[src/rtl/core/rgba8_half_rate_fir_line_assert.svh]
// Assertion macros shared by the modules of the half-rate line filter.
// Every property is clocked on the rising edge and is off while reset is low.
`ifndef RGBA8_HALF_RATE_FIR_LINE_ASSERT_SVH
`define RGBA8_HALF_RATE_FIR_LINE_ASSERT_SVH

// The condition holds on every clock edge.
`define RHFL_ASSERT_ALWAYS(label, clk, rst_n, cond, msg) \
    label: assert property (@(posedge clk) disable iff (!rst_n) (cond)) else $error(msg);

// The consequence holds on the same edge as the antecedent.
`define RHFL_ASSERT_IMPL(label, clk, rst_n, ante, cons, msg) \
    label: assert property (@(posedge clk) disable iff (!rst_n) (ante) |-> (cons)) \
        else $error(msg);

// The consequence holds on the edge after the antecedent.
`define RHFL_ASSERT_NEXT(label, clk, rst_n, ante, cons, msg) \
    label: assert property (@(posedge clk) disable iff (!rst_n) (ante) |=> (cons)) \
        else $error(msg);

`endif

[src/rtl/core/rhfl_pkg.sv]
`timescale 1ns / 1ps

package rhfl_pkg;

    localparam int MAX_SOURCE_LINE_DEF = 4096;
    localparam int COEF_FRAC_BITS_DEF  = 14;

    localparam int TAP_COUNT    = 12;
    localparam int CHANNELS     = 4;
    localparam int COEF_W       = 16;
    localparam int TAPS_PER_REG = 4;
    localparam int CFG_W        = 64;
    localparam int CFG_INDEX_W  = 2;
    localparam int CFG_REGS     = 3;

    localparam logic [CFG_INDEX_W-1:0] CFG_TAPS_0_TO_3  = 2'd0;
    localparam logic [CFG_INDEX_W-1:0] CFG_TAPS_4_TO_7  = 2'd1;
    localparam logic [CFG_INDEX_W-1:0] CFG_TAPS_8_TO_11 = 2'd2;

    // An 8-bit unsigned byte times a signed 16-bit tap fits in 24 signed bits.
    localparam int PROD_W = 24;

    localparam int FIFO_DEPTH = 8;

    typedef logic [CHANNELS-1:0][7:0]        pixel_t;
    typedef logic [CHANNELS-1:0][PROD_W-1:0] prod_t;

    typedef struct packed {
        logic [7:0] ch0_in;
        logic [7:0] ch1_in;
        logic [7:0] ch2_in;
        logic [7:0] ch3_in;
        logic       last_in;
    } in_item_t;

    typedef struct packed {
        logic [7:0] ch0_out;
        logic [7:0] ch1_out;
        logic [7:0] ch2_out;
        logic [7:0] ch3_out;
        logic       last_out;
    } out_item_t;

    typedef struct packed {
        logic fill;
        logic shift;
    } win_ctl_t;

    typedef struct packed {
        logic valid;
        logic last;
    } beat_t;

    typedef enum logic {
        ST_RUN,
        ST_FLUSH
    } seq_state_t;

endpackage

[src/rtl/core/rhfl_cell.sv]
`timescale 1ns / 1ps

module rhfl_cell (
    input  logic                          clk,
    input  rhfl_pkg::win_ctl_t            ctl,
    input  rhfl_pkg::pixel_t              fill_pix,
    input  rhfl_pkg::pixel_t              right_pix,
    input  logic [rhfl_pkg::COEF_W-1:0]   coef,
    output rhfl_pkg::pixel_t              pix,
    output rhfl_pkg::prod_t               prod
);

    rhfl_pkg::pixel_t pix_reg;
    rhfl_pkg::pixel_t pix_next;
    rhfl_pkg::prod_t  prod_reg;
    rhfl_pkg::prod_t  prod_next;

    always_comb
    begin
        pix_next = pix_reg;
        if (ctl.fill)
        begin
            pix_next = fill_pix;
        end
        else if (ctl.shift)
        begin
            pix_next = right_pix;
        end
    end

    always_comb
    begin
        logic signed [rhfl_pkg::COEF_W+8:0] full;
        for (int c = 0; c < rhfl_pkg::CHANNELS; c++)
        begin
            full = $signed(coef) * $signed({1'b0, pix_reg[c]});
            prod_next[c] = full[rhfl_pkg::PROD_W-1:0];
        end
    end

    always_ff @(posedge clk)
    begin
        pix_reg  <= pix_next;
        prod_reg <= prod_next;
    end

    assign pix  = pix_reg;
    assign prod = prod_reg;

endmodule

[config.mk]
export PLATFORM = sky130hd
export DESIGN_NAME = rhfl_cell
export DESIGN_NICKNAME = d
export VERILOG_FILES = /design/src/rtl/core/rgba8_half_rate_fir_line_assert.svh /design/src/rtl/core/rhfl_pkg.sv /design/src/rtl/core/rhfl_cell.sv
export SDC_FILE = /design/constraint.sdc
export NUM_CORES = 1
export LEC_CHECK = 0
export ABC_AREA = 1
export BUFFER_PORTS_ARGS = -buffer_cell sky130_fd_sc_hd__buf_2
export CAP_MARGIN = 15
export CORE_UTILIZATION = 53
export DETAILED_ROUTE_END_ITERATION = 10
export MAX_ROUTING_LAYER = met4
export PLACE_DENSITY = 0.85
export REMOVE_ABC_BUFFERS = 1
export SYNTH_ARGS = -nofsm -noshare
export SYNTH_HDL_FRONTEND = slang
export SYNTH_SLANG_ARGS = --single-unit
[constraint.sdc]
create_clock -name clk -period 4.35 [get_ports clk]
set_clock_uncertainty 0.15 [all_clocks]
set_input_delay 0.87 -clock clk [delete_from_list [all_inputs] [get_ports clk]]
set_output_delay 0.87 -clock clk [all_outputs]
set_load 0.03 [all_outputs]
==> results_dict.tcl <==
set metrics [dict create \
    dieArea_um2 44800 \
    grt_max_degree 33 \
    cts_hold_buf 0 \
    ys_ff_latch 128 \
    io_buffer_count 210 \
    chipWidth_um 212 \
    ys_seq_area_share_pct 12.4 \
    grt_pass1_vias 21200 \
    die_h_um 212 \
    cap_viol_max_count 0 \
    max-slew-margin-rel_pct 32.1 \
    syn_area_um2 23300 \
    cp.arrival_ns 4.66 \
    cts.sinks 128 \
    cts_max_path_buffers 2 \
    slew_viol_final 0 \
    setup_ws_ns -0.0718 \
    core.rowCount 76 \
    synth_top_area_share_pct 34.4 \
    io_pins 211 \
    endpoint_kind "register" \
    regArea_um2 2880 \
    clock_latency_ns 0.49 \
    vias 21700 \
    antenna_found_initial 3 \
    path_clk_slew_ns 0.07 \
    failed_checks "negative setup slack" \
    min_from "right_pix[5]" \
    cts_tree "yes" \
    vias_per_cell 5.12 \
    grt_pass1_wl_um 98400 \
    hp-class "in -> reg" \
    initial_core_util_pct 54.0 \
    final_antenna_net_count 0 \
    hold_path_depth 3 \
    worstSetupPathType "in -> reg" \
    regToRegSetupSlack_ns -0.03 \
    syn_area_per_cell_um2 7.33 \
    stdcell_area_um2 30400 \
    drt-total-wl_um 71400 \
    reg2reg_from "pix[2]" \
    multi_input_area_um2 17900 \
    ys_warn_count 0 \
    syn-instance-count 3179 \
    fill_cells 3064 \
    dr.pass1.iters 6 \
    drc 0 \
    largest_register_ffs 96 \
    utilization_pct 70.4 \
    overflow 0 \
    worst_r2r_path_depth 19 \
    ctsRootBufferMaster "clkbuf_16" \
    core_region_area_um2 43200 \
    layout-drive-gt1-share_pct 25.8 \
    cts_max_level 4 \
    holdWs_ns 0.492 \
    rsz0062_at_grt "true" \
    status "finished with violations" \
    syn_to_final_growth_pct 30.5 \
    worstReg2RegEnd "prod[20]" \
    cp_max_fo 6 \
    grt_use_total_pct 28.9 \
    gp_congestion 0.973 \
    setup-violations-final 10 \
    max_freq_ghz 0.226 \
    post-dp-hpwl_um 47100 \
    worst_pin_slew_ns 1.02 \
    synth_cell_types 29 \
    numCtsBuffers 17 \
    synth_area_leaders "fa_1, nand2_1, inv_1" \
    worstSetupStartpoint "coef[10]" \
    fin_crit_ns 4.42 \
    hold_end "pix[5]" \
    synth_top_cell_by_area "fa_1" \
    placed_cell_area_um2 26900 \
    first_iter_violations 1842 \
    wl_per_cell_um 16.9 \
    fin_crit_sh_pct 102 \
    fin_nets 4307 \
    startpoint_type "input port" \
    hold_viol_final 0 \
    required_ns 4.59 \
]
## cells by family after synthesis
family                     count (synthesis)  share of synthesized area, %
AOI/OAI and AO/OA                         89                          2.09
xor gates and xnor gates                  48                          1.80
adders and majority gates                588                          44.5
buffers and inverters                   1098                          17.7
DFF                                      128                          12.4
and+or+nand+nor                         1228                          21.6
## through the flow
stage / instances / setup TNS [ns] / setup slack (ns)
finish: 4236 / -0.240 / -0.0718
global route: 4236 / -3.85 / -0.203
detailed placement: 4108 / -32.08 / -0.632
floorplan: 3060 / -0.649 / -0.0584
CTS: 4157 / -0.0244 / -0.0173
global placement: 4108 / -27.76 / -0.542
## worst max-delay path, stage by stage
cell,delay (ns)
buf_12,0.10
clkbuf_16,0.17
buf_8,0.14
nand2_1,0.08
fa_1,0.50
inv_1,0.05
fa_1,0.46
fa_1,0.54
inv_1,0.05
fa_1,0.49
inv_1,0.08
ha_4,0.30
nand2_2,0.10
nor2_2,0.16
nand2_1,0.09
nand2_1,0.15
nand2_1,0.14
nand3_1,0.12
nand2_1,0.06
## cell type report
cell class / instances / area share, %
Antenna cell: 3 / 0.0247
Multi-Input combinational cell: 1953 / 58.8
Inverter: 979 / 12.1
Timing Repair Buffer: 557 / 15.4
Tap cell: 585 / 2.41
Clock inverter: 10 / 0.276
Sequential cell: 128 / 9.49
Clock buffer: 21 / 1.52
## placed cells by master (no fill, tap or decap), types with 11 or more instances in the layout
cell and count:
inv_1 927, nand2_1 907, fa_1 380, buf_4 267, buf_2 197, ha_1 123, dfxtp_1 96, nand2_2 91
ha_4 64, nor2_1 62, nand3_1 58, inv_2 47, buf_12 42, xor2_1 38, clkbuf_16 34, edfxtp_1 32
a21oi_2 30, a21oi_1 27, nand3_2 26, buf_6 26, nand2_4 22, fa_2 20, nor2_2 16, nor2_4 12
nand4_1 12, o21ai_0 11
## per-layer routing
layer | GRT usage, % | wire length (µm)
met5 | - | 0
met4 | 11.4 | 3920
met3 | 4.35 | 5670
met2 | 50.5 | 35300
met1 | 33.4 | 26600
## synth_stat cells
cell type    n
nor2_1      77
nor4_1       5
nor2_2       9
nor3_1       4
ha_1       188
o21bai_1     3
buf_2        1
a21o_1       6
a21oi_2      5
edfxtp_1    32
nand4_1     12
or2_2        1
nand3_1     70
fa_1       400
nor2_4       4
o21ai_0     17
nand3_2     15
nand2_2     28
nand2_1    992
xnor2_1      7
xor2_1      41
dfxtp_1     96
clkbuf_1   118
nand3b_1     8
and2_1       1
inv_1      967
nor3_4       2
inv_2       12
a21oi_1     58
## repair_timing
action,CTS,global route
gates cloned,2,17
setup buffers,16,59
gates resized for setup,37,387
pin swaps,13,193
setup endpoints to repair,22,55
endpoints found under the hold margin,0,0
## worst max path at each step
stage	end	slack, ns	depth (start not counted)
2_1_floorplan	prod[71]	-0.06	15
3_3_place_gp	prod[21]	-0.54	19
3_5_place_dp	prod[71]	-0.63	18
4_1_cts	prod[47]	-0.02	20
5_1_grt	prod[44]	-0.20	20
6_report	prod[20]	-0.07	19
Power is not shown: default switching activity piles up to over one toggle a cycle in this logic, so the estimate is an artifact.
