--- src/rtl/core/rgba8_half_rate_fir_line_assert.svh ---
// Assertion macros shared by the modules of the half-rate line filter.
// Every property is clocked on the rising edge and is off while reset is low.
`ifndef RGBA8_HALF_RATE_FIR_LINE_ASSERT_SVH
`define RGBA8_HALF_RATE_FIR_LINE_ASSERT_SVH

// The condition holds on every clock edge.
`define RHFL_ASSERT_ALWAYS(label, clk, rst_n, cond, msg) \
    label: assert property (@(posedge clk) disable iff (!rst_n) (cond)) else $error(msg);

// The consequence holds on the same edge as the antecedent.
`define RHFL_ASSERT_IMPL(label, clk, rst_n, ante, cons, msg) \
    label: assert property (@(posedge clk) disable iff (!rst_n) (ante) |-> (cons)) \
        else $error(msg);

// The consequence holds on the edge after the antecedent.
`define RHFL_ASSERT_NEXT(label, clk, rst_n, ante, cons, msg) \
    label: assert property (@(posedge clk) disable iff (!rst_n) (ante) |=> (cons)) \
        else $error(msg);

`endif

--- src/rtl/core/rhfl_pkg.sv ---
`timescale 1ns / 1ps

package rhfl_pkg;

    localparam int MAX_SOURCE_LINE_DEF = 4096;
    localparam int COEF_FRAC_BITS_DEF  = 14;

    localparam int TAP_COUNT    = 12;
    localparam int CHANNELS     = 4;
    localparam int COEF_W       = 16;
    localparam int TAPS_PER_REG = 4;
    localparam int CFG_W        = 64;
    localparam int CFG_INDEX_W  = 2;
    localparam int CFG_REGS     = 3;

    localparam logic [CFG_INDEX_W-1:0] CFG_TAPS_0_TO_3  = 2'd0;
    localparam logic [CFG_INDEX_W-1:0] CFG_TAPS_4_TO_7  = 2'd1;
    localparam logic [CFG_INDEX_W-1:0] CFG_TAPS_8_TO_11 = 2'd2;

    // An 8-bit unsigned byte times a signed 16-bit tap fits in 24 signed bits.
    localparam int PROD_W = 24;

    localparam int FIFO_DEPTH = 8;

    typedef logic [CHANNELS-1:0][7:0]        pixel_t;
    typedef logic [CHANNELS-1:0][PROD_W-1:0] prod_t;

    typedef struct packed {
        logic [7:0] ch0_in;
        logic [7:0] ch1_in;
        logic [7:0] ch2_in;
        logic [7:0] ch3_in;
        logic       last_in;
    } in_item_t;

    typedef struct packed {
        logic [7:0] ch0_out;
        logic [7:0] ch1_out;
        logic [7:0] ch2_out;
        logic [7:0] ch3_out;
        logic       last_out;
    } out_item_t;

    typedef struct packed {
        logic fill;
        logic shift;
    } win_ctl_t;

    typedef struct packed {
        logic valid;
        logic last;
    } beat_t;

    typedef enum logic {
        ST_RUN,
        ST_FLUSH
    } seq_state_t;

endpackage

--- src/rtl/core/rhfl_sum.sv ---
`timescale 1ns / 1ps

module rhfl_sum #(
    parameter int COEF_FRAC_BITS = rhfl_pkg::COEF_FRAC_BITS_DEF
) (
    input  logic                clk,
    input  logic                rst_n,
    input  rhfl_pkg::beat_t     beat,
    input  rhfl_pkg::prod_t     prod [rhfl_pkg::TAP_COUNT],
    output logic                push,
    output rhfl_pkg::out_item_t item
);

    localparam int GROUPS     = 4;
    localparam int GROUP_SIZE = rhfl_pkg::TAP_COUNT / GROUPS;
    localparam int PART_W     = rhfl_pkg::PROD_W + 2;
    localparam int SUM_W      = PART_W + 2;
    localparam int CH         = rhfl_pkg::CHANNELS;
    localparam logic signed [SUM_W:0] RND     = (SUM_W+1)'(2 ** (COEF_FRAC_BITS - 1));
    localparam logic signed [SUM_W:0] MAX_VAL = (SUM_W+1)'(255);

    logic signed [PART_W-1:0] part_reg [GROUPS][CH];
    logic signed [PART_W-1:0] part_next [GROUPS][CH];
    logic signed [SUM_W-1:0]  sum_reg [CH];
    logic signed [SUM_W-1:0]  sum_next [CH];
    rhfl_pkg::beat_t          beat_a_reg;
    rhfl_pkg::beat_t          beat_b_reg;
    logic [7:0]               byte_val [CH];

    function automatic logic [7:0] sat_round(input logic signed [SUM_W-1:0] acc);
        logic signed [SUM_W:0] t;
        logic signed [SUM_W:0] q;
        logic [7:0]            r;
        t = (SUM_W+1)'(acc) + RND;
        q = t >>> COEF_FRAC_BITS;
        if (t[SUM_W])
        begin
            r = 8'h00;
        end
        else if (q > MAX_VAL)
        begin
            r = 8'hFF;
        end
        else
        begin
            r = q[7:0];
        end
        return r;
    endfunction

    // First level: each group adds three neighboring taps.
    always_comb
    begin
        logic signed [PART_W-1:0] acc;
        for (int g = 0; g < GROUPS; g++)
        begin
            for (int c = 0; c < CH; c++)
            begin
                acc = '0;
                for (int j = 0; j < GROUP_SIZE; j++)
                begin
                    acc = acc + PART_W'($signed(prod[g * GROUP_SIZE + j][c]));
                end
                part_next[g][c] = acc;
            end
        end
    end

    always_comb
    begin
        logic signed [SUM_W-1:0] acc;
        for (int c = 0; c < CH; c++)
        begin
            acc = '0;
            for (int g = 0; g < GROUPS; g++)
            begin
                acc = acc + SUM_W'(part_reg[g][c]);
            end
            sum_next[c] = acc;
        end
    end

    always_ff @(posedge clk)
    begin
        part_reg <= part_next;
        sum_reg  <= sum_next;
    end

    always_ff @(posedge clk or negedge rst_n)
    begin
        if (!rst_n)
        begin
            beat_a_reg <= '0;
            beat_b_reg <= '0;
        end
        else
        begin
            beat_a_reg <= beat;
            beat_b_reg <= beat_a_reg;
        end
    end

    always_comb
    begin
        for (int c = 0; c < CH; c++)
        begin
            byte_val[c] = sat_round(sum_reg[c]);
        end
    end

    assign push          = beat_b_reg.valid;
    assign item.ch0_out  = byte_val[0];
    assign item.ch1_out  = byte_val[1];
    assign item.ch2_out  = byte_val[2];
    assign item.ch3_out  = byte_val[3];
    assign item.last_out = beat_b_reg.last;

endmodule

--- config.mk ---
export PLATFORM = sky130hd
export DESIGN_NAME = rhfl_sum
export DESIGN_NICKNAME = d
export VERILOG_FILES = /design/src/rtl/core/rgba8_half_rate_fir_line_assert.svh /design/src/rtl/core/rhfl_pkg.sv /design/src/rtl/core/rhfl_sum.sv
export SDC_FILE = /design/constraint.sdc
export NUM_CORES = 2
export LEC_CHECK = 0
export BUFFER_PORTS_ARGS = -buffer_cell sky130_fd_sc_hd__clkbuf_2
export CAP_MARGIN = 20
export CORE_AREA = 2 2 463 465
export DETAILED_ROUTE_END_ITERATION = 8
export DIE_AREA = 0 0 465 467
export RECOVER_POWER = 100
export REMOVE_ABC_BUFFERS = 1
export SLEW_MARGIN = 20
export SYNTH_ARGS = -nofsm -noshare
export SYNTH_HDL_FRONTEND = slang
export SYNTH_SLANG_ARGS = --single-unit
--- constraint.sdc ---
create_clock -name clk -period 5.3 [get_ports clk]
set_clock_uncertainty 0.2 [all_clocks]
set_input_delay 1.59 -clock clk [delete_from_list [all_inputs] [get_ports clk]]
set_output_delay 1.59 -clock clk [all_outputs]
set_load 0.02 [all_outputs]
==> impl_metrics.py <==
metrics = {
    "drt": {
        "firstDrtPassIters": 6,
        "drtIter0Drc": 1956,
        "ant_nets": 0,
        "viasPerCell": 4.28,
        "wl_per_cell_um": 18.8,
        "drc": 0,
        "finalWirelength_um": 165000,
        "vias": 37579,
    },
    "sta": {
        "setup_viol_count_final": 0,
        "tns_ps": 0,
        "slew_headroom": 0.380,
        "worst-slew-pin-transition_ps": 922,
        "setup_slack_ps": 306,
        "period_share": 0.942,
        "rsz0062_at_grt": "no",
        "hold_slack_ps": 156,
        "finalHoldViolCount": 0,
        "slew_violations": 0,
        "max_freq_ghz": 0.200,
        "post-route-min-period_ps": 4990,
    },
    "setup_path": {
        "reg2reg_to": "sum_reg[82]",
        "crit_required_ps": 5740,
        "cp_slowest_cell": "fa_1",
        "cp-start-kind": "input pin",
        "reg2reg_slack_ps": 500,
        "cp_common_cell": "clkbuf_1",
        "critPathMaxStageDelay_ps": 470,
        "path_delay_family": "compound AO/OA/AOI/OAI gates",
        "cp-end-kind": "flip-flop",
        "crit_type": "input pin to flip-flop",
        "cp_num_buf_inv": 4,
        "crit_path_cell_trace": "clkbuf_1 -> fa_1 -> ha_1 -> fa_1 -> a21oi_1 -> clkbuf_1 -> o211ai_1 -> a2111oi_0 -> clkbuf_1 -> o211ai_1 -> a311oi_1 -> buf_4 -> nor2b_1 -> o21a_1 -> o21ai_1 -> a31o_2",
        "cp.arrival_ps": 5430,
        "timing.rr.start": "part_reg[54]",
        "crit_fanout": 3,
        "reg2reg_depth": 14,
    },
    "placed_design": {
        "dp_cells": 8652,
        "dp_hpwl_um": 150000,
        "gp_congestion": 0.992,
        "placed_area_mm2": 0.0549,
        "io_buffers": 1189,
        "dp_slack_ps": -326,
    },
    "synth": {
        "synth_ff_type": "dfxtp_1",
        "ys_async_sr_fraction": 0.00833,
        "syn_area_mm2": 0.0451,
        "synth_edf_count": 0,
        "synth_common_cells": "inv_1, fa_1, ha_1",
        "ys_ff_latch": 480,
        "synth_area_leaders": "fa_1, dfxtp_1, ha_1",
        "synth_top_area_share": 0.270,
        "synth_top_cell_by_area": "fa_1",
        "ys_warn_count": 0,
        "yosysMostFrequentCell": "inv_1",
        "seq_area_frac_synth": 0.214,
        "synth_cells": 4607,
        "syn_avg_cell_area_um2": 9.79,
        "synth.distinct_cells": 82,
    },
    "global_route": {
        "grt_max_degree": 17,
        "grt_util_all_layers": 0.149,
        "grt_first_pass_wirelength_um": 242000,
        "antenna_found_initial": 44,
        "first_global_vias": 39288,
        "grt-ovfl-total": 0,
    },
    "pwr": {
        "netSwitchingFraction": 0.461,
        "power_frac_seq": 0.170,
        "ir_worst_vdd_v": 0.000576,
        "p_clk_frac": 0.117,
        "power_frac_comb": 0.713,
        "p_per_area_mw_per_mm2": 671,
        "p_int_mw": 20.6,
        "total_power_mw": 38.1,
        "switchingPower_mw": 17.6,
        "leakage_nw": 27.8,
    },
    "die": {
        "start_util": 0.213,
        "die_area_mm2": 0.217,
        "coreArea_mm2": 0.212,
        "die-height_um": 467,
        "rows": 169,
        "die_w_um": 465,
        "ios": 1190,
    },
    "run": {
        "maxCapViolations": 0,
    },
    "hold_path": {
        "whs_endpoint": "item[0]",
        "whs_path_depth": 0,
        "hp-start": "beat_a_reg[0]",
        "hold_class": "flip-flop to flip-flop",
    },
    "clock_tree": {
        "cts_setup_buffers": 0,
        "clockBufferDepth": 3,
        "cts_buffers": 60,
        "clock_sinks": 480,
        "clockRootBuffer": "clkbuf_16",
        "cts_tree": "built",
        "ctsHoldBuffers": 0,
        "clk_pin_slew_ps": 60,
        "ctsHtreeMaxLevel": 2,
        "cts_resized": 0,
        "clk_latency_ps": 680,
    },
    "layout": {
        "fillers": 22729,
        "largest_register_ff_count": 416,
        "utilization": 0.269,
        "postLayoutCellArea_mm2": 0.0568,
        "num-nets-final": 8145,
        "fin_cells": 8784,
        "syn2layout_area_growth_pct": 26.1,
        "drive_gt1_frac": 0.213,
    },
    "status": {
        "run_status": "completed",
    },
}
## routing by layer
layer  wire length (um)  share of wire  vias up  global-route usage
li1                   -              -    18074                   -
met1              71300           0.43    18150               0.190
met2              79600           0.48     1114               0.256
met3               8970          0.054      217              0.0255
met4               5280          0.032       24              0.0460
met5                155        0.00094        -                   0
## how the worst max path moves through the flow
stage                    from       endpoint  slack (ps)  cells after the start
floorplan           prod[313]  part_reg[181]         420                     12
detailed placement  prod[313]  part_reg[181]        -330                     15
finish              prod[889]  part_reg[389]         310                     16
global placement    prod[313]  part_reg[181]        -350                     15
CTS                 prod[313]  part_reg[181]         410                     15
global route        prod[889]  part_reg[387]         100                     16
## power by group through the flow
stage	sequential, mW	clock, mW	combinational (mW)
final	6.48	4.46	27.2
after global placement	6.53	0	26.8
after detailed placement	6.56	0	27.3
after floorplan	6.25	0	20.7
after CTS	6.50	4.63	27.6
after global routing	6.65	4.74	31.2
## cells in the final DEF, fill, tap and decap left out, types with 46 or more instances in the layout
cell type,synthesis,routed
fa_1,608,608
o21bai_1,52,52
and3_1,46,46
clkbuf_16,0,61
nand2_1,148,148
nand3_1,88,88
clkbuf_1,13,106
nor3_1,73,73
dfxtp_1,476,476
xnor2_1,281,281
clkbuf_2,0,1118
inv_1,766,766
o21a_1,60,60
a21o_1,155,155
ha_1,488,488
nor2_1,254,254
xor2_1,127,127
o21ai_0,138,155
a21oi_1,336,337
## kinds of logic after synthesis
kind of cell,share of synthesized area
buf+inv,0.0648
compound gates,0.147
xor+xnor,0.0792
flops,0.214
mux,0.00164
simple gates,0.0889
fa+ha+maj,0.405
## worst reg2reg max path: stages, from the launching register on
cell     delay [ps]
dfxtp_1         310
inv_1            50
fa_1            490
fa_1            490
inv_1            40
ha_1            260
and4b_1         180
o21a_1          180
o31ai_1         750
a41oi_1         400
o41a_1          450
a31o_1          280
a211o_1         330
a21oi_1         190
xnor2_1         140
## final cells by class
class	instances	area (um2)	area share
Antenna cell	22	55.1	0.000968
Clock buffer	77	1680	0.0295
Clock inverter	33	473	0.00832
Inverter	766	2880	0.0506
Multi-Input combinational cell	3348	32500	0.572
Sequential cell	480	9630	0.169
Tap cell	2821	3530	0.0621
Timing Repair Buffer	1237	6120	0.108
(Power assumes the default switching activity.)
