===== src/rtl/core/rgba8_half_rate_fir_line_assert.svh =====
// Assertion macros shared by the modules of the half-rate line filter.
// Every property is clocked on the rising edge and is off while reset is low.
`ifndef RGBA8_HALF_RATE_FIR_LINE_ASSERT_SVH
`define RGBA8_HALF_RATE_FIR_LINE_ASSERT_SVH

// The condition holds on every clock edge.
`define RHFL_ASSERT_ALWAYS(label, clk, rst_n, cond, msg) \
    label: assert property (@(posedge clk) disable iff (!rst_n) (cond)) else $error(msg);

// The consequence holds on the same edge as the antecedent.
`define RHFL_ASSERT_IMPL(label, clk, rst_n, ante, cons, msg) \
    label: assert property (@(posedge clk) disable iff (!rst_n) (ante) |-> (cons)) \
        else $error(msg);

// The consequence holds on the edge after the antecedent.
`define RHFL_ASSERT_NEXT(label, clk, rst_n, ante, cons, msg) \
    label: assert property (@(posedge clk) disable iff (!rst_n) (ante) |=> (cons)) \
        else $error(msg);

`endif


===== src/rtl/core/rhfl_pkg.sv =====
`timescale 1ns / 1ps

package rhfl_pkg;

    localparam int MAX_SOURCE_LINE_DEF = 4096;
    localparam int COEF_FRAC_BITS_DEF  = 14;

    localparam int TAP_COUNT    = 12;
    localparam int CHANNELS     = 4;
    localparam int COEF_W       = 16;
    localparam int TAPS_PER_REG = 4;
    localparam int CFG_W        = 64;
    localparam int CFG_INDEX_W  = 2;
    localparam int CFG_REGS     = 3;

    localparam logic [CFG_INDEX_W-1:0] CFG_TAPS_0_TO_3  = 2'd0;
    localparam logic [CFG_INDEX_W-1:0] CFG_TAPS_4_TO_7  = 2'd1;
    localparam logic [CFG_INDEX_W-1:0] CFG_TAPS_8_TO_11 = 2'd2;

    // An 8-bit unsigned byte times a signed 16-bit tap fits in 24 signed bits.
    localparam int PROD_W = 24;

    localparam int FIFO_DEPTH = 8;

    typedef logic [CHANNELS-1:0][7:0]        pixel_t;
    typedef logic [CHANNELS-1:0][PROD_W-1:0] prod_t;

    typedef struct packed {
        logic [7:0] ch0_in;
        logic [7:0] ch1_in;
        logic [7:0] ch2_in;
        logic [7:0] ch3_in;
        logic       last_in;
    } in_item_t;

    typedef struct packed {
        logic [7:0] ch0_out;
        logic [7:0] ch1_out;
        logic [7:0] ch2_out;
        logic [7:0] ch3_out;
        logic       last_out;
    } out_item_t;

    typedef struct packed {
        logic fill;
        logic shift;
    } win_ctl_t;

    typedef struct packed {
        logic valid;
        logic last;
    } beat_t;

    typedef enum logic {
        ST_RUN,
        ST_FLUSH
    } seq_state_t;

endpackage


===== src/rtl/core/rhfl_fifo.sv =====
`timescale 1ns / 1ps
`include "rgba8_half_rate_fir_line_assert.svh"

module rhfl_fifo (
    input  logic                clk,
    input  logic                rst_n,
    input  logic                push,
    input  rhfl_pkg::out_item_t wr_item,
    output logic                res_valid,
    input  logic                res_ready,
    output rhfl_pkg::out_item_t res_data
);

    localparam int DEPTH = rhfl_pkg::FIFO_DEPTH;
    localparam int PTR_W = $clog2(DEPTH);
    localparam int CNT_W = $clog2(DEPTH + 1);

    rhfl_pkg::out_item_t mem_reg [DEPTH];
    logic [PTR_W-1:0]    wr_ptr_reg;
    logic [PTR_W-1:0]    wr_ptr_next;
    logic [PTR_W-1:0]    rd_ptr_reg;
    logic [PTR_W-1:0]    rd_ptr_next;
    logic [CNT_W-1:0]    count_reg;
    logic [CNT_W-1:0]    count_next;
    logic                pop;

    assign pop = res_valid && res_ready;

    always_comb
    begin
        wr_ptr_next = wr_ptr_reg;
        rd_ptr_next = rd_ptr_reg;
        count_next  = count_reg;
        if (push)
        begin
            wr_ptr_next = (wr_ptr_reg == PTR_W'(DEPTH - 1)) ? '0 : wr_ptr_reg + PTR_W'(1);
        end
        if (pop)
        begin
            rd_ptr_next = (rd_ptr_reg == PTR_W'(DEPTH - 1)) ? '0 : rd_ptr_reg + PTR_W'(1);
        end
        if (push && !pop)
        begin
            count_next = count_reg + CNT_W'(1);
        end
        else if (pop && !push)
        begin
            count_next = count_reg - CNT_W'(1);
        end
    end

    always_ff @(posedge clk or negedge rst_n)
    begin
        if (!rst_n)
        begin
            wr_ptr_reg <= '0;
            rd_ptr_reg <= '0;
            count_reg  <= '0;
        end
        else
        begin
            wr_ptr_reg <= wr_ptr_next;
            rd_ptr_reg <= rd_ptr_next;
            count_reg  <= count_next;
        end
    end

    always_ff @(posedge clk)
    begin
        if (push)
        begin
            mem_reg[wr_ptr_reg] <= wr_item;
        end
    end

    assign res_valid = (count_reg != '0);
    assign res_data  = mem_reg[rd_ptr_reg];

    `RHFL_ASSERT_IMPL(a_fifo_no_overflow, clk, rst_n, push, (count_reg != CNT_W'(DEPTH)) || pop, "result queue written while full")
    `RHFL_ASSERT_NEXT(a_fifo_count_up, clk, rst_n, push && !pop, count_reg == $past(count_reg) + CNT_W'(1), "result queue count did not follow a write")

endmodule


===== config.mk =====
export PLATFORM = sky130hd
export DESIGN_NAME = rhfl_fifo
export DESIGN_NICKNAME = d
export VERILOG_FILES = /design/src/rtl/core/rhfl_pkg.sv /design/src/rtl/core/rhfl_fifo.sv
export VERILOG_INCLUDE_DIRS = /design/src /design/src/rtl/core
export SDC_FILE = /design/constraint.sdc
export NUM_CORES = 1
export LEC_CHECK = 0
export CORE_MARGIN = 3
export CORE_UTILIZATION = 32
export DETAILED_ROUTE_END_ITERATION = 6
export DONT_BUFFER_PORTS = 1
export GPL_TIMING_DRIVEN = 0
export SETUP_SLACK_MARGIN = 0.15
export SYNTH_ARGS = -nofsm -noshare
export SYNTH_HDL_FRONTEND = slang
export SYNTH_SLANG_ARGS = --single-unit

===== constraint.sdc =====
create_clock -name clk -period 4.2 [get_ports clk]
set_clock_uncertainty 0.05 [all_clocks]
set_input_delay 0.84 -clock clk [delete_from_list [all_inputs] [get_ports clk]]
set_output_delay 0.84 -clock clk [all_outputs]
set_load 0.03 [all_outputs]

==> results of run 1 <==
-- cells by family (layout without fill, tap and decap cells) --
logic type                 after synthesis  in the layout  share of synthesized area (%)
buffers and inverters                   22             89                           1.43
adders and majority gates                8              8                           1.01
DFF                                    274            274                           76.8
and+or+nand+nor                         27             27                           1.26
xor gates and xnor gates                 2              2                          0.165
AOI/OAI and AO/OA                       10             10                          0.705
muxes                                  104            104                           18.6
-- final cells by class --
cell class	count	area share [%]
inverter	2	0.0604
multi-input combinational	151	19.1
clock inverter	8	0.876
clock buffer	44	6.61
buffer	20	1.17
timing repair buffer	15	1.95
tap	442	4.45
sequential	274	65.8
-- per-layer routing --
metal	GRT usage, %	part of all wire [%]
met1	15.2	39
met2	20.7	51
met3	3.78	8.0
met4	2.81	1.5
met5	0	0
-- final timing paths --
kind                       slack (ns)                        end
setup / recovery                 0.92                res_data[9]
hold / removal                   0.36    mem_reg[3][2]$_DFFE_PP_
setup reg to reg                 1.06   count_reg[3]$_DFFE_PN0P_
hold reg to reg                  0.51  wr_ptr_reg[2]$_DFFE_PN0P_
max in group asynchronous        3.04  rd_ptr_reg[2]$_DFFE_PN0P_
min in group asynchronous        0.69  rd_ptr_reg[1]$_DFFE_PN0P_
-- repair_timing --
item,CTS,global route
setup endpoints to repair,0,0
hold buffers,1,0
endpoints found under the hold margin,10,0
-- Yosys cell counts, drive strengths merged --
master  instances
xnor2           2
a21o            1
nand3           2
nand3b          2
nand2           6
ha              7
mux4           66
clkbuf          7
inv             2
fa              1
nor2            7
nand2b          3
edfxtp        264
o41ai           1
or3             1
mux2           37
dfrtp          10
mux2i           1
buf            13
a2111o          1
o211ai          2
a21oi           2
o21ai           3
or4             2
nor3            4
-- through the flow --
step	total power [µW]	util [%]	instance area, µm²
floorplan	5960	-	10600
global placement	6590	34.2	11200
detailed placement	6790	35.1	11500
CTS	9260	38.0	12400
global route	9520	38.0	12400
finish	9070	38.0	12400
-- worst max-delay path, stage by stage (launching register included) --
cell,delay (ns)
dfrtp_1,0.41
buf_2,0.33
buf_2,0.39
mux4_2,0.35
mux2_2,0.38
-- power by group through the flow --
stage	combinational, µW	clock [µW]	sequential (µW)
after CTS	3170	2520	3570
after global routing	3290	2630	3600
after detailed placement	3160	0	3630
final	3050	2450	3570
after floorplan	2370	0	3590
after global placement	2960	0	3630
==> qor.csv, run 1 <==
stage,metric,value,unit
clocking,register clock-pin slew on the reported worst setup and hold paths,0.06,ns
yosys,Yosys top cell by area,edfxtp_1,
layout,share of cells above drive strength 1,33.9,%
setup_path,CP startpoint,rd_ptr_reg[1]$_DFFE_PN0P_,
yosys,Syn Inst Count,447,
layout,register area,8180,µm²
layout,fin cells,956,
die,Die Ht,188,µm
detailed_routing,final antenna-violating net count,0,
clocking,Clock Tree Buf Depth,3,
timing,slew margin rel.,34.5,%
timing,max-slew violations,0,
die,Row Count,66,
global_route,first-pass GRT wire length,32000,µm
layout,ant diodes,0,
yosys,syn nets,492,
die,Initial Utilization,32.6,%
min_path,Hold Path Class,in2reg,
setup_path,crit end category,primary output,
layout,"commonest non-fill, non-tap cell in the layout",edfxtp_1,
timing,Tmin final,3.28,ns
layout,most frequent cells in the layout,"edfxtp_1, mux4_2, clkbuf_16",
power_and_ir_drop,Static Leak,0.00393,µW
timing,# setup viols final,0,
timing,fmax,0.305,GHz
power_and_ir_drop,Power Internal,6220,µW
min_path,hold path depth,0,
setup_path,Worst Path Max Fanout,10,
placed_design,Setup WS pre-CTS,1.13,ns
clocking,CTS H-tree depth,1,
timing,final hold slack,0.360,ns
yosys,post-synthesis cell area,10600,µm²
clocking,TritonCTS Buffers,28,
layout,Layout Nets,537,
detailed_routing,DRT iter0 DRCs,346,
timing,Setup TNS,0,ns
layout,area growth from synthesis to layout,16.7,%
power_and_ir_drop,total net switching power,2850,µW
setup_path,FF-to-FF path depth,7,
timing,RSZ-0062 raised after global routing,false,
die,# IOs,71,
yosys,"Seq/Total Area, Yosys",76.8,%
clocking,clk sinks,274,
power_and_ir_drop,Seq pwr share,39.3,%
detailed_routing,via density per instance,4.77,
timing,ratio of final minimum period to clock period,78.2,%
detailed_routing,final WL,21500,µm
yosys,synthesized area per cell,23.8,µm²
die,die width,188,µm
clocking,Post-CTS Setup Bufs,0,
yosys,post-synth top area share,74.5,%
global_route,vias in the first global route,5063,
detailed_routing,DRC viols,0,
timing,"Hold Vio Cnt, Final",0,
power_and_ir_drop,Pwr per Cell Area,730,nW/µm²
yosys,Unique masters post-synth,31,
yosys,largest cells by area after synthesis,"edfxtp_1, mux4_2, mux2_4, dfrtp_1, mux2_2",
placed_design,port bufs,0,
layout,fillers,2918,
min_path,Worst Hold Launch,wr_item[2],
die,Core ar.,32700,µm²
layout,number of flip-flops in the largest register,264,
setup_path,crit start category,flop,
placed_design,dpl cells,903,
power_and_ir_drop,Net Sw Frac,31.4,%
timing,Worst Max-Slew Pin Slew,0.983,ns
clocking,CTS resizes,0,
clocking,clock latency on the worst-skew pair,0.52,ns
setup_path,worst path required time,3.31,ns
detailed_routing,WL per Instance,22.5,µm
global_route,gr usage total,12.1,%
power_and_ir_drop,Gate power share,33.7,%
flow_run,number of max-cap violations,0,
power_and_ir_drop,"IR drop worst, VDD",382,µV
detailed_routing,via count,4558,
global_route,largest net degree at the start of global routing,24,
outcome,status,"complete, no violations",
setup_path,arrival time worst endpoint,2.39,ns
die,die area,35500,µm²
detailed_routing,drt pass-1 iters,5,
placed_design,Placer Congestion,0.713,
yosys,Synth Register Bits,274,
layout,multi-input logic area,2370,µm²
placed_design,dpl hpwl,13900,µm
timing,post-route setup slack,0.917,ns
global_route,grt total ovfl,0,
setup_path,Crit Path Class,reg2out,
global_route,antenna violations before repair,0,
setup_path,R2R Path Start,count_reg[0]$_DFFE_PN0P_,
power_and_ir_drop,clock power share,27.0,%
clocking,CTS Root Cell,clkbuf_16,
yosys,yosys synthesis warning count,0,
clocking,CTS tree,built,
(Power assumes the default switching activity.)
==> run 2, diff against run 1 <==
==> constraint.sdc (replaced) <==
create_clock -name clk -period 2.7 [get_ports clk]
set_clock_uncertainty 0.05 [all_clocks]
set_input_delay 0.54 -clock clk [delete_from_list [all_inputs] [get_ports clk]]
set_output_delay 0.54 -clock clk [all_outputs]
set_load 0.03 [all_outputs]
==> run 2 against run 1 <==
  * The flow now finishes with violations (setup timing)
  * Via count is 1.8% higher
  * Power is 58% higher
  * Global-route usage is 0.10 points higher
  * Die area stayed put
  * Clock-buffer cell count is 4 lower
  * Setup slack worse by 0.98 ns
  * Cell area is 1.4% higher
  * Sequential cell count stayed put
  * Register-to-register slack worse by 0.81 ns
  * Critical path depth is 1 higher
  * Sequential power is 56% higher
  * Combinational power is 67% higher
  * Critical endpoint is now res_data[2]
  * Highest routed layer unchanged
==> qor.csv, run 2 (synthesis results as in run 1) <==
stage,metric,value,unit
outcome,status,finished with violations,
outcome,failing checks,setup timing,
detailed_routing,final WL,22000,µm
global_route,vias in the first global route,4938,
die,Core ar.,32700,µm²
clocking,CTS tree,built,
power_and_ir_drop,"IR drop worst, VDD",622,µV
clocking,register clock-pin slew on the reported worst setup and hold paths,0.06,ns
setup_path,crit start category,flop,
min_path,"Endpoint, Worst Hold",mem_reg[2][27]$_DFFE_PP_,
clocking,Clock Tree Buf Depth,3,
timing,fmax,0.362,GHz
setup_path,Worst R2R End,count_reg[3]$_DFFE_PN0P_,
layout,final core utilization,38.5,%
placed_design,dpl cells,899,
clocking,CTS Root Cell,clkbuf_16,
clocking,CTS H-tree depth,1,
detailed_routing,DRT iter0 DRCs,331,
global_route,grt total ovfl,0,
clocking,TritonCTS Buffers,28,
global_route,largest net degree at the start of global routing,20,
clocking,clk sinks,274,
layout,"commonest non-fill, non-tap cell in the layout",edfxtp_1,
min_path,Worst Hold Launch,wr_item[27],
detailed_routing,WL per Instance,23.0,µm
timing,max-slew violations,0,
layout,most frequent cells in the layout,"edfxtp_1, mux4_2, clkbuf_16",
flow_run,number of max-cap violations,0,
detailed_routing,DRC viols,0,
die,Row Count,66,
timing,post-route setup slack,-0.0644,ns
die,die area,35500,µm²
timing,ratio of final minimum period to clock period,102,%
timing,Worst Max-Slew Pin Slew,0.989,ns
min_path,hold path depth,0,
global_route,first-pass GRT wire length,32100,µm
die,Initial Utilization,32.6,%
min_path,Hold Path Class,in2reg,
setup_path,Crit Path Class,reg2out,
timing,RSZ-0062 raised after global routing,true,
layout,Layout Nets,539,
die,die width,188,µm
detailed_routing,via density per instance,4.85,
layout,area growth from synthesis to layout,18.3,%
timing,Tmin final,2.76,ns
layout,ant diodes,0,
clocking,clock latency on the worst-skew pair,0.53,ns
timing,# setup viols final,29,
setup_path,worst path required time,2.11,ns
power_and_ir_drop,total power,14400,µW
setup_path,arrival time worst endpoint,2.17,ns
placed_design,port bufs,0,
power_and_ir_drop,Static Leak,0.00403,µW
power_and_ir_drop,Pwr per Cell Area,1140,nW/µm²
setup_path,reg2reg setup slack,0.25,ns
timing,"Hold Vio Cnt, Final",0,
die,# IOs,71,
placed_design,dpl hpwl,13600,µm
setup_path,Worst Path Max Fanout,8,
layout,number of flip-flops in the largest register,264,
setup_path,R2R Path Start,count_reg[2]$_DFFE_PN0P_,
layout,fin cells,957,
timing,slew margin rel.,33.9,%
detailed_routing,final antenna-violating net count,0,
global_route,gr usage total,12.2,%
detailed_routing,via count,4642,
global_route,antenna violations before repair,0,
setup_path,FF-to-FF path depth,7,
timing,Setup TNS,-1.10,ns
die,Die Ht,188,µm
layout,share of cells above drive strength 1,36.7,%
detailed_routing,drt pass-1 iters,4,
placed_design,Placer Congestion,0.707,
layout,fillers,2938,
setup_path,crit end category,primary output,
-- run 2: cell types whose count changed in the layout (fill, tap and decap cells not counted), moves of 3 or more --
cell      change
mux2_2       -10
mux2_4       +10
buf_4         +8
buf_2         -7
clkbuf_1      -6
buf_6         -5
clkbuf_2      +5
clkinv_2      +5
buf_16        +4
clkbuf_8      -3
clkinv_1      -3
-- run 2: how the worst max path moves through the flow --
stage	from	to	slack, ns	cells after the start
2_1_floorplan	count_reg[0]$_DFFE_PN0P_	count_reg[3]$_DFFE_PN0P_	0.15	7
3_5_place_dp	count_reg[0]$_DFFE_PN0P_	count_reg[3]$_DFFE_PN0P_	-0.33	7
5_1_grt	rd_ptr_reg[0]$_DFFE_PN0P_	res_data[27]	-0.15	5
3_3_place_gp	push	mem_reg[5][14]$_DFFE_PP_	-1.50	2
4_1_cts	rd_ptr_reg[0]$_DFFE_PN0P_	res_data[3]	-0.11	5
6_report	rd_ptr_reg[0]$_DFFE_PN0P_	res_data[2]	-0.06	5
-- run 2: cell type report --
| type | instances | area [µm²] | area share (%) |
|---|---|---|---|
| Multi-Input combinational cell | 151 | 2430 | 19.3 |
| Timing Repair Buffer | 17 | 333 | 2.64 |
| Inverter | 2 | 7.51 | 0.0596 |
| Sequential cell | 274 | 8180 | 64.9 |
| Clock inverter | 11 | 110 | 0.874 |
| Clock buffer | 40 | 777 | 6.17 |
| Tap cell | 442 | 553 | 4.39 |
| Buffer | 20 | 205 | 1.63 |
-- run 2: worst max-delay path: stages (launching register included) --
cell	delay (ns)
dfrtp_1	0.36
buf_6	0.14
buf_12	0.14
buf_12	0.14
mux4_2	0.50
mux2_4	0.35
-- run 2: metal layers --
metal | up-vias | track usage, % | part of all wire [%]
met4 | 0 | 2.32 | 1.9
met2 | 113 | 21.0 | 51
met1 | 2508 | 15.4 | 41
met3 | 29 | 3.78 | 6.4
met5 | - | 0 | 0
li1 | 1992 | - | -
-- run 2: power by group --
group	total [µW]	leakage, µW	internal [µW]	switching, µW
combinational	5100	0.00108	2250	2840
clock	3700	0.000436	2190	1510
sequential	5580	0.00252	5340	237
total	14400	0.00403	9790	4590
-- run 2: stage by stage --
| step | instance area [µm²] | hold slack (ns) | worst slack (ns) |
|---|---|---|---|
| 3_5_place_dp | 11500 | 0.195 | -0.327 |
| 5_1_grt | 12600 | 0.0232 | -0.154 |
| 2_1_floorplan | 10700 | 0.194 | 0.152 |
| 6_report | 12600 | 0.0534 | -0.0644 |
| 3_3_place_gp | 11200 | 0.195 | -1.50 |
| 4_1_cts | 12600 | 0.0248 | -0.112 |
-- run 2: timing repair --
action,CTS,global route
setup endpoints to repair,36,34
gates cloned,1,0
buffers inserted,3,2
pin swaps,1,2
hold buffers,1,0
hold endpoints to repair,10,0
gates resized for setup,32,3
